File: src/sv/rmsn_pkg.sv
// ----------------------------------------------------------------------------
// rmsn_pkg
// Shared types and constants of the RMS normalizer.
// ----------------------------------------------------------------------------
package rmsn_pkg;

  localparam int MAX_LENGTH = 4096;
  localparam int LEN_W      = 13;
  localparam int EPS_W      = 24;
  localparam int SUM_W      = 48;
  localparam int INV_W      = 32;
  localparam int QDEPTH     = 4;
  localparam int QAW        = $clog2(QDEPTH);
  localparam int QCW        = $clog2(QDEPTH + 1);

  localparam logic [INV_W-1:0] INV_ONE = 32'h0001_0000;

  typedef enum logic {
    CMD_ACCUMULATE = 1'b0,
    CMD_NORMALIZE  = 1'b1
  } cmd_t;

  typedef struct packed {
    cmd_t        cmd;
    logic [15:0] s_mag;
    logic [15:0] g_mag;
    logic        neg;
  } entry_t;

  typedef struct packed {
    logic   valid;
    entry_t ent;
  } head_t;

  typedef enum logic [3:0] {
    ST_IDLE,
    ST_SQ,
    ST_ADD,
    ST_DIV1,
    ST_EPS,
    ST_DIV2,
    ST_SQRT,
    ST_MUL1,
    ST_MUL2,
    ST_OUT
  } state_t;

endpackage

File: src/sv/rmsn_front.sv
// ----------------------------------------------------------------------------
// rmsn_front
// Accepts input items, splits signs from magnitudes and queues them.
// ----------------------------------------------------------------------------
module rmsn_front (
  input  logic            clk,
  input  logic            rst,
  input  logic            s_axis_tvalid,
  output logic            s_axis_tready,
  input  logic [31:0]     s_axis_tdata,  // sample[15:0], gain[31:16]
  input  logic            s_axis_tuser,  // command
  output rmsn_pkg::head_t head,
  input  logic            pop
);

  rmsn_pkg::entry_t            mem [rmsn_pkg::QDEPTH];
  logic [rmsn_pkg::QAW-1:0]    wptr;
  logic [rmsn_pkg::QAW-1:0]    rptr;
  logic [rmsn_pkg::QCW-1:0]    count;
  logic                        push;
  logic [15:0]                 smp;
  logic [15:0]                 gn;
  rmsn_pkg::entry_t            ent_in;

  function automatic logic [rmsn_pkg::QCW-1:0] QCW_ONE(input logic b);
    return {{(rmsn_pkg::QCW-1){1'b0}}, b};
  endfunction

  assign s_axis_tready = (count != rmsn_pkg::QCW'(rmsn_pkg::QDEPTH));
  assign push          = s_axis_tvalid && s_axis_tready;
  assign smp           = s_axis_tdata[15:0];
  assign gn            = s_axis_tdata[31:16];

  always_comb begin
    ent_in.cmd   = rmsn_pkg::cmd_t'(s_axis_tuser);
    ent_in.s_mag = smp[15] ? 16'(17'h10000 - {1'b0, smp}) : smp;
    ent_in.g_mag = gn[15] ? 16'(17'h10000 - {1'b0, gn}) : gn;
    ent_in.neg   = smp[15] ^ gn[15];
  end

  always_ff @(posedge clk) begin
    if (push) begin
      mem[wptr] <= ent_in;
    end
  end

  always_ff @(posedge clk) begin
    if (rst) begin
      wptr  <= '0;
      rptr  <= '0;
      count <= '0;
    end else begin
      if (push) wptr <= wptr + 1'b1;
      if (pop) rptr <= rptr + 1'b1;
      count <= count + QCW_ONE(push) - QCW_ONE(pop);
    end
  end

  assign head.valid = (count != '0);
  assign head.ent   = mem[rptr];

  a_count_max: assert property (@(posedge clk) disable iff (rst)
    count <= rmsn_pkg::QCW'(rmsn_pkg::QDEPTH))
    else $error("queue count beyond depth");
  a_pop_empty: assert property (@(posedge clk) disable iff (rst)
    pop |-> count != '0)
    else $error("pop from empty queue");
  a_count_track: assert property (@(posedge clk) disable iff (rst)
    (push && !pop) |=> count == $past(count) + 1'b1)
    else $error("queue count lost a push");

endmodule

File: src/sv/rmsn_back.sv
// ----------------------------------------------------------------------------
// rmsn_back
// Executes queued items: sum of squares, reciprocal root, scaled output.
// ----------------------------------------------------------------------------
module rmsn_back (
  input  logic                          clk,
  input  logic                          rst,
  input  rmsn_pkg::head_t               head,
  output logic                          pop,
  input  logic [rmsn_pkg::LEN_W-1:0]    len,
  input  logic [rmsn_pkg::EPS_W-1:0]    eps,
  output logic                          m_axis_tvalid,
  input  logic                          m_axis_tready,
  output logic [15:0]                   m_axis_tdata,  // normalized
  output logic                          m_axis_tlast,  // last_element
  output logic                          m_axis_tuser   // clipped
);

  rmsn_pkg::state_t               state;
  rmsn_pkg::state_t               state_next;
  rmsn_pkg::entry_t               ent;
  logic [31:0]                    sq;
  logic [rmsn_pkg::SUM_W-1:0]     sum;
  logic [rmsn_pkg::LEN_W-1:0]     acc_cnt;
  logic [rmsn_pkg::LEN_W-1:0]     nrm_cnt;
  logic [rmsn_pkg::INV_W-1:0]     inv;
  logic [5:0]                     cnt;
  logic [49:0]                    rem;
  logic [57:0]                    quo;
  logic [48:0]                    dvs;
  logic [28:0]                    root;
  logic [31:0]                    srem;
  logic [63:0]                    prod;

  logic [48:0]                    sum_add;
  logic [rmsn_pkg::SUM_W-1:0]     sum_sat;
  logic [rmsn_pkg::LEN_W-1:0]     acc_inc;
  logic [rmsn_pkg::LEN_W-1:0]     nrm_inc;
  logic [49:0]                    t1;
  logic [49:0]                    t2;
  logic [31:0]                    st;
  logic [31:0]                    strial;
  logic [48:0]                    v;
  logic [63:0]                    rnd;
  logic [33:0]                    mag;
  logic [15:0]                    res;
  logic                           clip;
  logic                           out_free;

  assign out_free = !m_axis_tvalid || m_axis_tready;
  assign pop      = (state == rmsn_pkg::ST_IDLE) && head.valid;

  assign sum_add = {1'b0, sum} + {17'b0, sq};
  assign sum_sat = sum_add[48] ? {rmsn_pkg::SUM_W{1'b1}} : sum_add[47:0];
  assign acc_inc = acc_cnt + 1'b1;
  assign nrm_inc = nrm_cnt + 1'b1;
  assign t1      = {rem[48:0], quo[47]};
  assign t2      = {rem[48:0], quo[56]};
  assign st      = {srem[29:0], quo[57:56]};
  assign strial  = {1'b0, root, 2'b01};
  assign v       = {1'b0, quo[47:0]} + {25'b0, eps};
  assign rnd     = prod + 64'h2000_0000;
  assign mag     = rnd[63:30];

  always_comb begin
    clip = 1'b0;
    if (ent.neg) begin
      if (mag > 34'd32768) begin
        res  = 16'h8000;
        clip = 1'b1;
      end else begin
        res = 16'(17'h10000 - {1'b0, mag[15:0]});
      end
    end else begin
      if (mag > 34'd32767) begin
        res  = 16'h7FFF;
        clip = 1'b1;
      end else begin
        res = mag[15:0];
      end
    end
  end

  always_comb begin
    state_next = state;
    case (state)
      rmsn_pkg::ST_IDLE: begin
        if (head.valid) begin
          state_next = (head.ent.cmd == rmsn_pkg::CMD_NORMALIZE) ?
                       rmsn_pkg::ST_MUL1 : rmsn_pkg::ST_SQ;
        end
      end
      rmsn_pkg::ST_SQ:   state_next = rmsn_pkg::ST_ADD;
      rmsn_pkg::ST_ADD:  state_next = (acc_inc >= len) ? rmsn_pkg::ST_DIV1 : rmsn_pkg::ST_IDLE;
      rmsn_pkg::ST_DIV1: if (cnt == '0) state_next = rmsn_pkg::ST_EPS;
      rmsn_pkg::ST_EPS:  state_next = (v == '0) ? rmsn_pkg::ST_IDLE : rmsn_pkg::ST_DIV2;
      rmsn_pkg::ST_DIV2: if (cnt == '0) state_next = rmsn_pkg::ST_SQRT;
      rmsn_pkg::ST_SQRT: if (cnt == '0) state_next = rmsn_pkg::ST_IDLE;
      rmsn_pkg::ST_MUL1: state_next = rmsn_pkg::ST_MUL2;
      rmsn_pkg::ST_MUL2: state_next = rmsn_pkg::ST_OUT;
      rmsn_pkg::ST_OUT:  if (out_free) state_next = rmsn_pkg::ST_IDLE;
      default:           state_next = rmsn_pkg::ST_IDLE;
    endcase
  end

  always_ff @(posedge clk) begin
    if (rst) begin
      state         <= rmsn_pkg::ST_IDLE;
      sum           <= '0;
      acc_cnt       <= '0;
      nrm_cnt       <= '0;
      inv           <= rmsn_pkg::INV_ONE;
      m_axis_tvalid <= 1'b0;
    end else begin
      state <= state_next;
      if (state == rmsn_pkg::ST_OUT && out_free) m_axis_tvalid <= 1'b1;
      else if (m_axis_tready) m_axis_tvalid <= 1'b0;
      case (state)
        rmsn_pkg::ST_IDLE: begin
          if (head.valid) ent <= head.ent;
        end
        rmsn_pkg::ST_SQ: sq <= ent.s_mag * ent.s_mag;
        rmsn_pkg::ST_ADD: begin
          if (acc_inc >= len) begin
            quo     <= {10'b0, sum_sat};
            rem     <= '0;
            cnt     <= 6'd47;
            sum     <= '0;
            acc_cnt <= '0;
          end else begin
            sum     <= sum_sat;
            acc_cnt <= acc_inc;
          end
        end
        rmsn_pkg::ST_DIV1: begin
          if (t1 >= {37'b0, len}) begin
            rem <= t1 - {37'b0, len};
            quo <= {10'b0, quo[46:0], 1'b1};
          end else begin
            rem <= t1;
            quo <= {10'b0, quo[46:0], 1'b0};
          end
          cnt <= cnt - 1'b1;
        end
        rmsn_pkg::ST_EPS: begin
          if (v == '0) begin
            inv <= '1;
          end
          dvs <= v;
          quo <= 58'h1 << 56;
          rem <= '0;
          cnt <= 6'd56;
        end
        rmsn_pkg::ST_DIV2: begin
          if (t2 >= {1'b0, dvs}) begin
            rem <= t2 - {1'b0, dvs};
            quo <= {1'b0, quo[55:0], 1'b1};
          end else begin
            rem <= t2;
            quo <= {1'b0, quo[55:0], 1'b0};
          end
          if (cnt == '0) begin
            root <= '0;
            srem <= '0;
            cnt  <= 6'd28;
          end else begin
            cnt <= cnt - 1'b1;
          end
        end
        rmsn_pkg::ST_SQRT: begin
          if (st >= strial) begin
            srem <= st - strial;
            root <= {root[27:0], 1'b1};
          end else begin
            srem <= st;
            root <= {root[27:0], 1'b0};
          end
          quo <= {quo[55:0], 2'b00};
          cnt <= cnt - 1'b1;
          if (cnt == '0) begin
            inv <= {3'b0, root[27:0], (st >= strial)};
          end
        end
        rmsn_pkg::ST_MUL1: prod <= {32'b0, {16'b0, ent.s_mag} * {16'b0, ent.g_mag}};
        rmsn_pkg::ST_MUL2: prod <= prod[31:0] * inv;
        rmsn_pkg::ST_OUT: begin
          if (out_free) begin
            m_axis_tdata  <= res;
            m_axis_tuser  <= clip;
            m_axis_tlast  <= (nrm_inc >= len);
            nrm_cnt       <= (nrm_inc >= len) ? '0 : nrm_inc;
          end
        end
        default: ;
      endcase
    end
  end

  a_pop_idle: assert property (@(posedge clk) disable iff (rst)
    pop |=> (state == rmsn_pkg::ST_SQ || state == rmsn_pkg::ST_MUL1))
    else $error("popped item not dispatched");
  a_acc_range: assert property (@(posedge clk) disable iff (rst)
    acc_cnt <= rmsn_pkg::LEN_W'(rmsn_pkg::MAX_LENGTH))
    else $error("accumulate count out of range");
  a_out_hold: assert property (@(posedge clk) disable iff (rst)
    (state == rmsn_pkg::ST_OUT && !out_free) |=> state == rmsn_pkg::ST_OUT)
    else $error("result dropped while output busy");

endmodule

File: src/sv/rms_normalizer.sv
// ----------------------------------------------------------------------------
// rms_normalizer
// Two-pass fixed-point RMS normalization with an APB register port.
// ----------------------------------------------------------------------------
// An accumulate item passes the idle, square and add states of the back end;
// the item that closes a vector then runs the bit-serial mean division (48
// steps), the epsilon add (1 step), reciprocal division (57 steps) and
// square root (29 steps), or stops after the epsilon add when the mean
// square plus epsilon is zero. A normalize item passes both registered
// multiplies and the output state, held there while the output stalls.
// A 4-entry queue lets the input accept items while the back end works.
module rms_normalizer (
  input  logic        clk,
  input  logic        rst,
  input  logic        psel,
  input  logic        penable,
  input  logic        pwrite,
  input  logic [2:0]  paddr,
  input  logic [31:0] pwdata,
  output logic [31:0] prdata,
  output logic        pready,
  input  logic        s_axis_tvalid,
  output logic        s_axis_tready,
  input  logic [31:0] s_axis_tdata,   // sample[15:0], gain[31:16]
  input  logic        s_axis_tuser,   // command
  output logic        m_axis_tvalid,
  input  logic        m_axis_tready,
  output logic [15:0] m_axis_tdata,   // normalized
  output logic        m_axis_tlast,   // last_element
  output logic        m_axis_tuser    // clipped
);

  logic [rmsn_pkg::LEN_W-1:0] vector_length;
  logic [rmsn_pkg::EPS_W-1:0] epsilon;
  logic [rmsn_pkg::LEN_W-1:0] len;
  rmsn_pkg::head_t            head;
  logic                       pop;

  assign pready = 1'b1;

  always_ff @(posedge clk) begin
    if (rst) begin
      vector_length <= rmsn_pkg::LEN_W'(rmsn_pkg::MAX_LENGTH);
      epsilon       <= 24'd168;
    end else if (psel && penable && pwrite && pready) begin
      if (paddr[2]) epsilon <= pwdata[rmsn_pkg::EPS_W-1:0];
      else vector_length <= pwdata[rmsn_pkg::LEN_W-1:0];
    end
  end

  assign prdata = paddr[2] ? {8'b0, epsilon} : {19'b0, vector_length};

  always_comb begin
    if (vector_length == '0) len = rmsn_pkg::LEN_W'(1);
    else if (vector_length > rmsn_pkg::LEN_W'(rmsn_pkg::MAX_LENGTH))
      len = rmsn_pkg::LEN_W'(rmsn_pkg::MAX_LENGTH);
    else len = vector_length;
  end

  rmsn_front u_front (
    .clk           (clk),
    .rst           (rst),
    .s_axis_tvalid (s_axis_tvalid),
    .s_axis_tready (s_axis_tready),
    .s_axis_tdata  (s_axis_tdata),
    .s_axis_tuser  (s_axis_tuser),
    .head          (head),
    .pop           (pop)
  );

  rmsn_back u_back (
    .clk           (clk),
    .rst           (rst),
    .head          (head),
    .pop           (pop),
    .len           (len),
    .eps           (epsilon),
    .m_axis_tvalid (m_axis_tvalid),
    .m_axis_tready (m_axis_tready),
    .m_axis_tdata  (m_axis_tdata),
    .m_axis_tlast  (m_axis_tlast),
    .m_axis_tuser  (m_axis_tuser)
  );

endmodule

File: config.mk
export PLATFORM = sky130hd
export DESIGN_NAME = rms_normalizer
export DESIGN_NICKNAME = d
export VERILOG_FILES = /design/src/sv/rmsn_pkg.sv /design/src/sv/rmsn_front.sv /design/src/sv/rmsn_back.sv /design/src/sv/rms_normalizer.sv
export SDC_FILE = /design/constraint.sdc
export NUM_CORES = 2
export LEC_CHECK = 0
export BUFFER_PORTS_ARGS = -buffer_cell sky130_fd_sc_hd__buf_2
export CAP_MARGIN = 10
export CORE_ASPECT_RATIO = 1.1
export CORE_UTILIZATION = 45
export DETAILED_ROUTE_END_ITERATION = 6
export PLACE_DENSITY = 0.71
export SLEW_MARGIN = 10
export SYNTH_ARGS = -nofsm -noshare
export SYNTH_HDL_FRONTEND = slang
export SYNTH_SLANG_ARGS = --single-unit
export TNS_END_PERCENT = 1
File: constraint.sdc
create_clock -name clk -period 14.8 [get_ports clk]
set_input_delay 2.22 -clock clk [delete_from_list [all_inputs] [get_ports clk]]
set_output_delay 2.22 -clock clk [all_outputs]
set_load 0.03 [all_outputs]
==> flow_metrics.py <==
metrics = {
    "clock_network": {
        "cts_setup_buffers": 0,
        "ctsResizeCount": 0,
        "htree_levels": 3,
        "cts_tree": "yes",
        "clk-insertion-delay-late_ps": 740,
        "cts_buffer_depth": 3,
        "cts_hold_buf": 0,
        "clkTransAtPathRegs_ps": 60,
        "clk_root_buffer_cell": "clkbuf_16",
        "numCtsBuffers": 74,
        "cts.sinks": 658,
    },
    "status": {
        "status": "finished clean",
    },
    "critical_path": {
        "path_max_fanout": 31,
        "arrival_ps": 9470,
        "crit_type": "reg -> reg",
        "worstPathRequired_ps": 15330,
        "cp-start-kind": "flop",
        "end_kind": "flop",
    },
    "grt": {
        "grt_pass1_vias": 67800,
        "grt_max_degree": 65,
        "grt_pass1_wl_microns": 349000,
        "grt_usage": 0.223,
        "grt.overflow.total": 0,
        "antenna_found_initial": 2,
    },
    "min_path": {
        "worstHoldPathType": "reg -> reg",
    },
    "finish": {
        "fin_area_sq_um": 91600,
        "antenna_cells": 0,
        "area_growth_pct": 6.38,
        "nets": 11000,
        "drive_above_1_share": 0.0523,
    },
    "synthesis": {
        "synth_area_sq_um": 86100,
        "synth.distinct_cells": 94,
        "ys.flop_type": "edfxtp_1",
        "synth_top_area_frac": 0.290,
        "yosysTopAreaCell": "fa_1",
        "synth_edf_count": 503,
        "syn-instance-count": 9135,
        "avgSynthCellArea_sq_um": 9.42,
        "synthTopCellsByArea": "fa_1 29%, edfxtp_1 18%, ha_1 9.6%, inv_1 6.6%, and2_1 5.2%",
        "synth-seq-area-share": 0.212,
        "async_flop_share": 0,
        "ys_warn_count": 0,
        "ys_ff_latch": 658,
    },
    "timing": {
        "slew_violations": 0,
        "period_minus_slack_ps": 8940,
        "fmax_mhz": 112,
        "slew-limit-headroom": 0.262,
        "setup_viol": 0,
        "worst_slew_pin_slew_ps": 1110,
        "min_period_over_period": 0.604,
        "hold_viol_final": 0,
        "rsz0062_at_grt": "no",
        "fin_setup_tns_ps": 0,
        "skew_ps": 58.3,
    },
    "floorplan": {
        "ios": 128,
        "die_y_microns": 461,
        "die_area_sq_um": 193000,
        "initial_core_util": 0.452,
        "die_w_microns": 419,
        "core-area_sq_um": 190000,
        "rows": 168,
    },
    "detailed_routing": {
        "vias": 64100,
        "drc": 0,
        "drtAntennaViolNets": 0,
        "viasPerCell": 5.53,
        "post_drt_wl_per_cell_microns": 18.2,
        "drt_iter0_drc": 3934,
        "firstDrtPassIters": 6,
        "finalWirelength_microns": 211000,
    },
    "placed_design": {
        "io_buffers": 108,
        "place_hpwl_microns": 161000,
        "globalplace.congestion": 0.902,
        "place_area_sq_um": 89000,
    },
    "flow_run": {
        "cap_violations": 0,
    },
}
## layout make-up
type | instances | area, sq um
Fill cell | 17400 | 98700
Multi-Input combinational cell | 6520 | 60500
Sequential cell | 658 | 18200
Inverter | 1503 | 5640
Tap cell | 2550 | 3190
Clock buffer | 92 | 1990
Timing Repair Buffer | 232 | 1470
Clock inverter | 44 | 519
## layout by cell type, fill, tap and decap left out, types with 27 or more instances in the layout
| cell type | n |
|---|---|
| o21a_1 | 51 |
| o31ai_1 | 28 |
| o21ai_0 | 276 |
| o22ai_1 | 27 |
| nor4_1 | 36 |
| buf_4 | 125 |
| mux2i_1 | 48 |
| buf_2 | 107 |
| nor3_1 | 98 |
| inv_1 | 1502 |
| dfxtp_1 | 153 |
| clkbuf_16 | 77 |
| ha_1 | 658 |
| nor2b_1 | 40 |
| xor2_1 | 143 |
| o221ai_1 | 37 |
| a31oi_1 | 31 |
| nor2_1 | 368 |
| xnor2_1 | 228 |
| o211ai_1 | 32 |
| nand2b_1 | 41 |
| nand3_1 | 127 |
| o21bai_1 | 57 |
| and2_1 | 719 |
| fa_1 | 1246 |
| or3_1 | 37 |
| a21oi_1 | 455 |
| a211oi_1 | 43 |
| nand4_1 | 48 |
| a221o_1 | 54 |
| and3_1 | 61 |
| edfxtp_1 | 503 |
| nand2_1 | 1032 |
| a21o_1 | 140 |
| mux4_2 | 34 |
## registers in the layout, summed over array words and instances (netlist names), 29 cells and up, named ones only
register,flops
u_back.dvs,49
u_back.inv,30
u_back.prod,64
u_back.rem,49
u_back.quo,58
u_front.mem,136
u_back.sq,31
u_back.srem,30
u_back.sum,48
u_back.ent,33
u_back.root,29
## worst paths after layout
check	start	to	cells after the start	slack, ps
worst max-delay path	u_back.prod[12]	u_back.prod[63]	26	5860
worst min-delay path	u_back.sum[25]	u_back.sum[25]	1	460
worst max register to register	u_back.prod[12]	u_back.prod[63]	26	5860
worst min register to register	u_back.sum[25]	u_back.sum[25]	1	460
## worst max-delay path, cell delays in order, from the launching register on
cell,delay [ps]
edfxtp_1,330
buf_4,400
and2_1,240
fa_1,450
fa_1,520
fa_1,560
inv_1,70
fa_1,480
inv_1,50
fa_1,490
inv_1,50
fa_1,540
inv_1,50
fa_1,510
fa_1,440
ha_1,400
nand2_1,120
nor4_1,630
inv_1,90
a211oi_1,370
o21ai_0,320
a21oi_1,350
nor2_1,150
o211ai_1,410
a21oi_1,200
or3_1,400
a21oi_1,170
## layer usage
metal	part of all wire	track usage
met1	0.43	0.297
met4	0.025	0.0640
met5	0.00028	0
met3	0.061	0.0299
met2	0.49	0.377
## kinds of logic after synthesis
logic type / after synthesis / share of synthesized area
muxes: 98 / 0.0166
xor gates and xnor gates: 371 / 0.0378
DFF: 658 / 0.212
adders and majority gates: 1904 / 0.385
other: 2 / 0.0000873
buffers and inverters: 1964 / 0.0865
and+or+nand+nor: 2727 / 0.156
AOI/OAI and AO/OA: 1411 / 0.106
## through the flow
stage	setup slack (ps)	hold WS, ps	utilization	cells
2_1_floorplan	3950	432	-	9142
3_3_place_gp	6060	446	0.468	11500
3_5_place_dp	5980	450	0.468	11500
4_1_cts	5900	464	0.481	11600
5_1_grt	5490	477	0.481	11600
6_report	5860	459	0.481	11600
## cells in the mapped netlist (all sizes together) (140+ instances only)
master / n
xor2: 143
a21o: 140
ha: 658
edfxtp: 503
nor2: 377
and2: 719
inv: 1502
clkbuf: 413
nand2: 1033
dfxtp: 155
o21ai: 282
fa: 1246
a21oi: 459
xnor2: 228
Power is not shown: default switching activity piles up to over one toggle a cycle in this logic, so the estimate is an artifact.
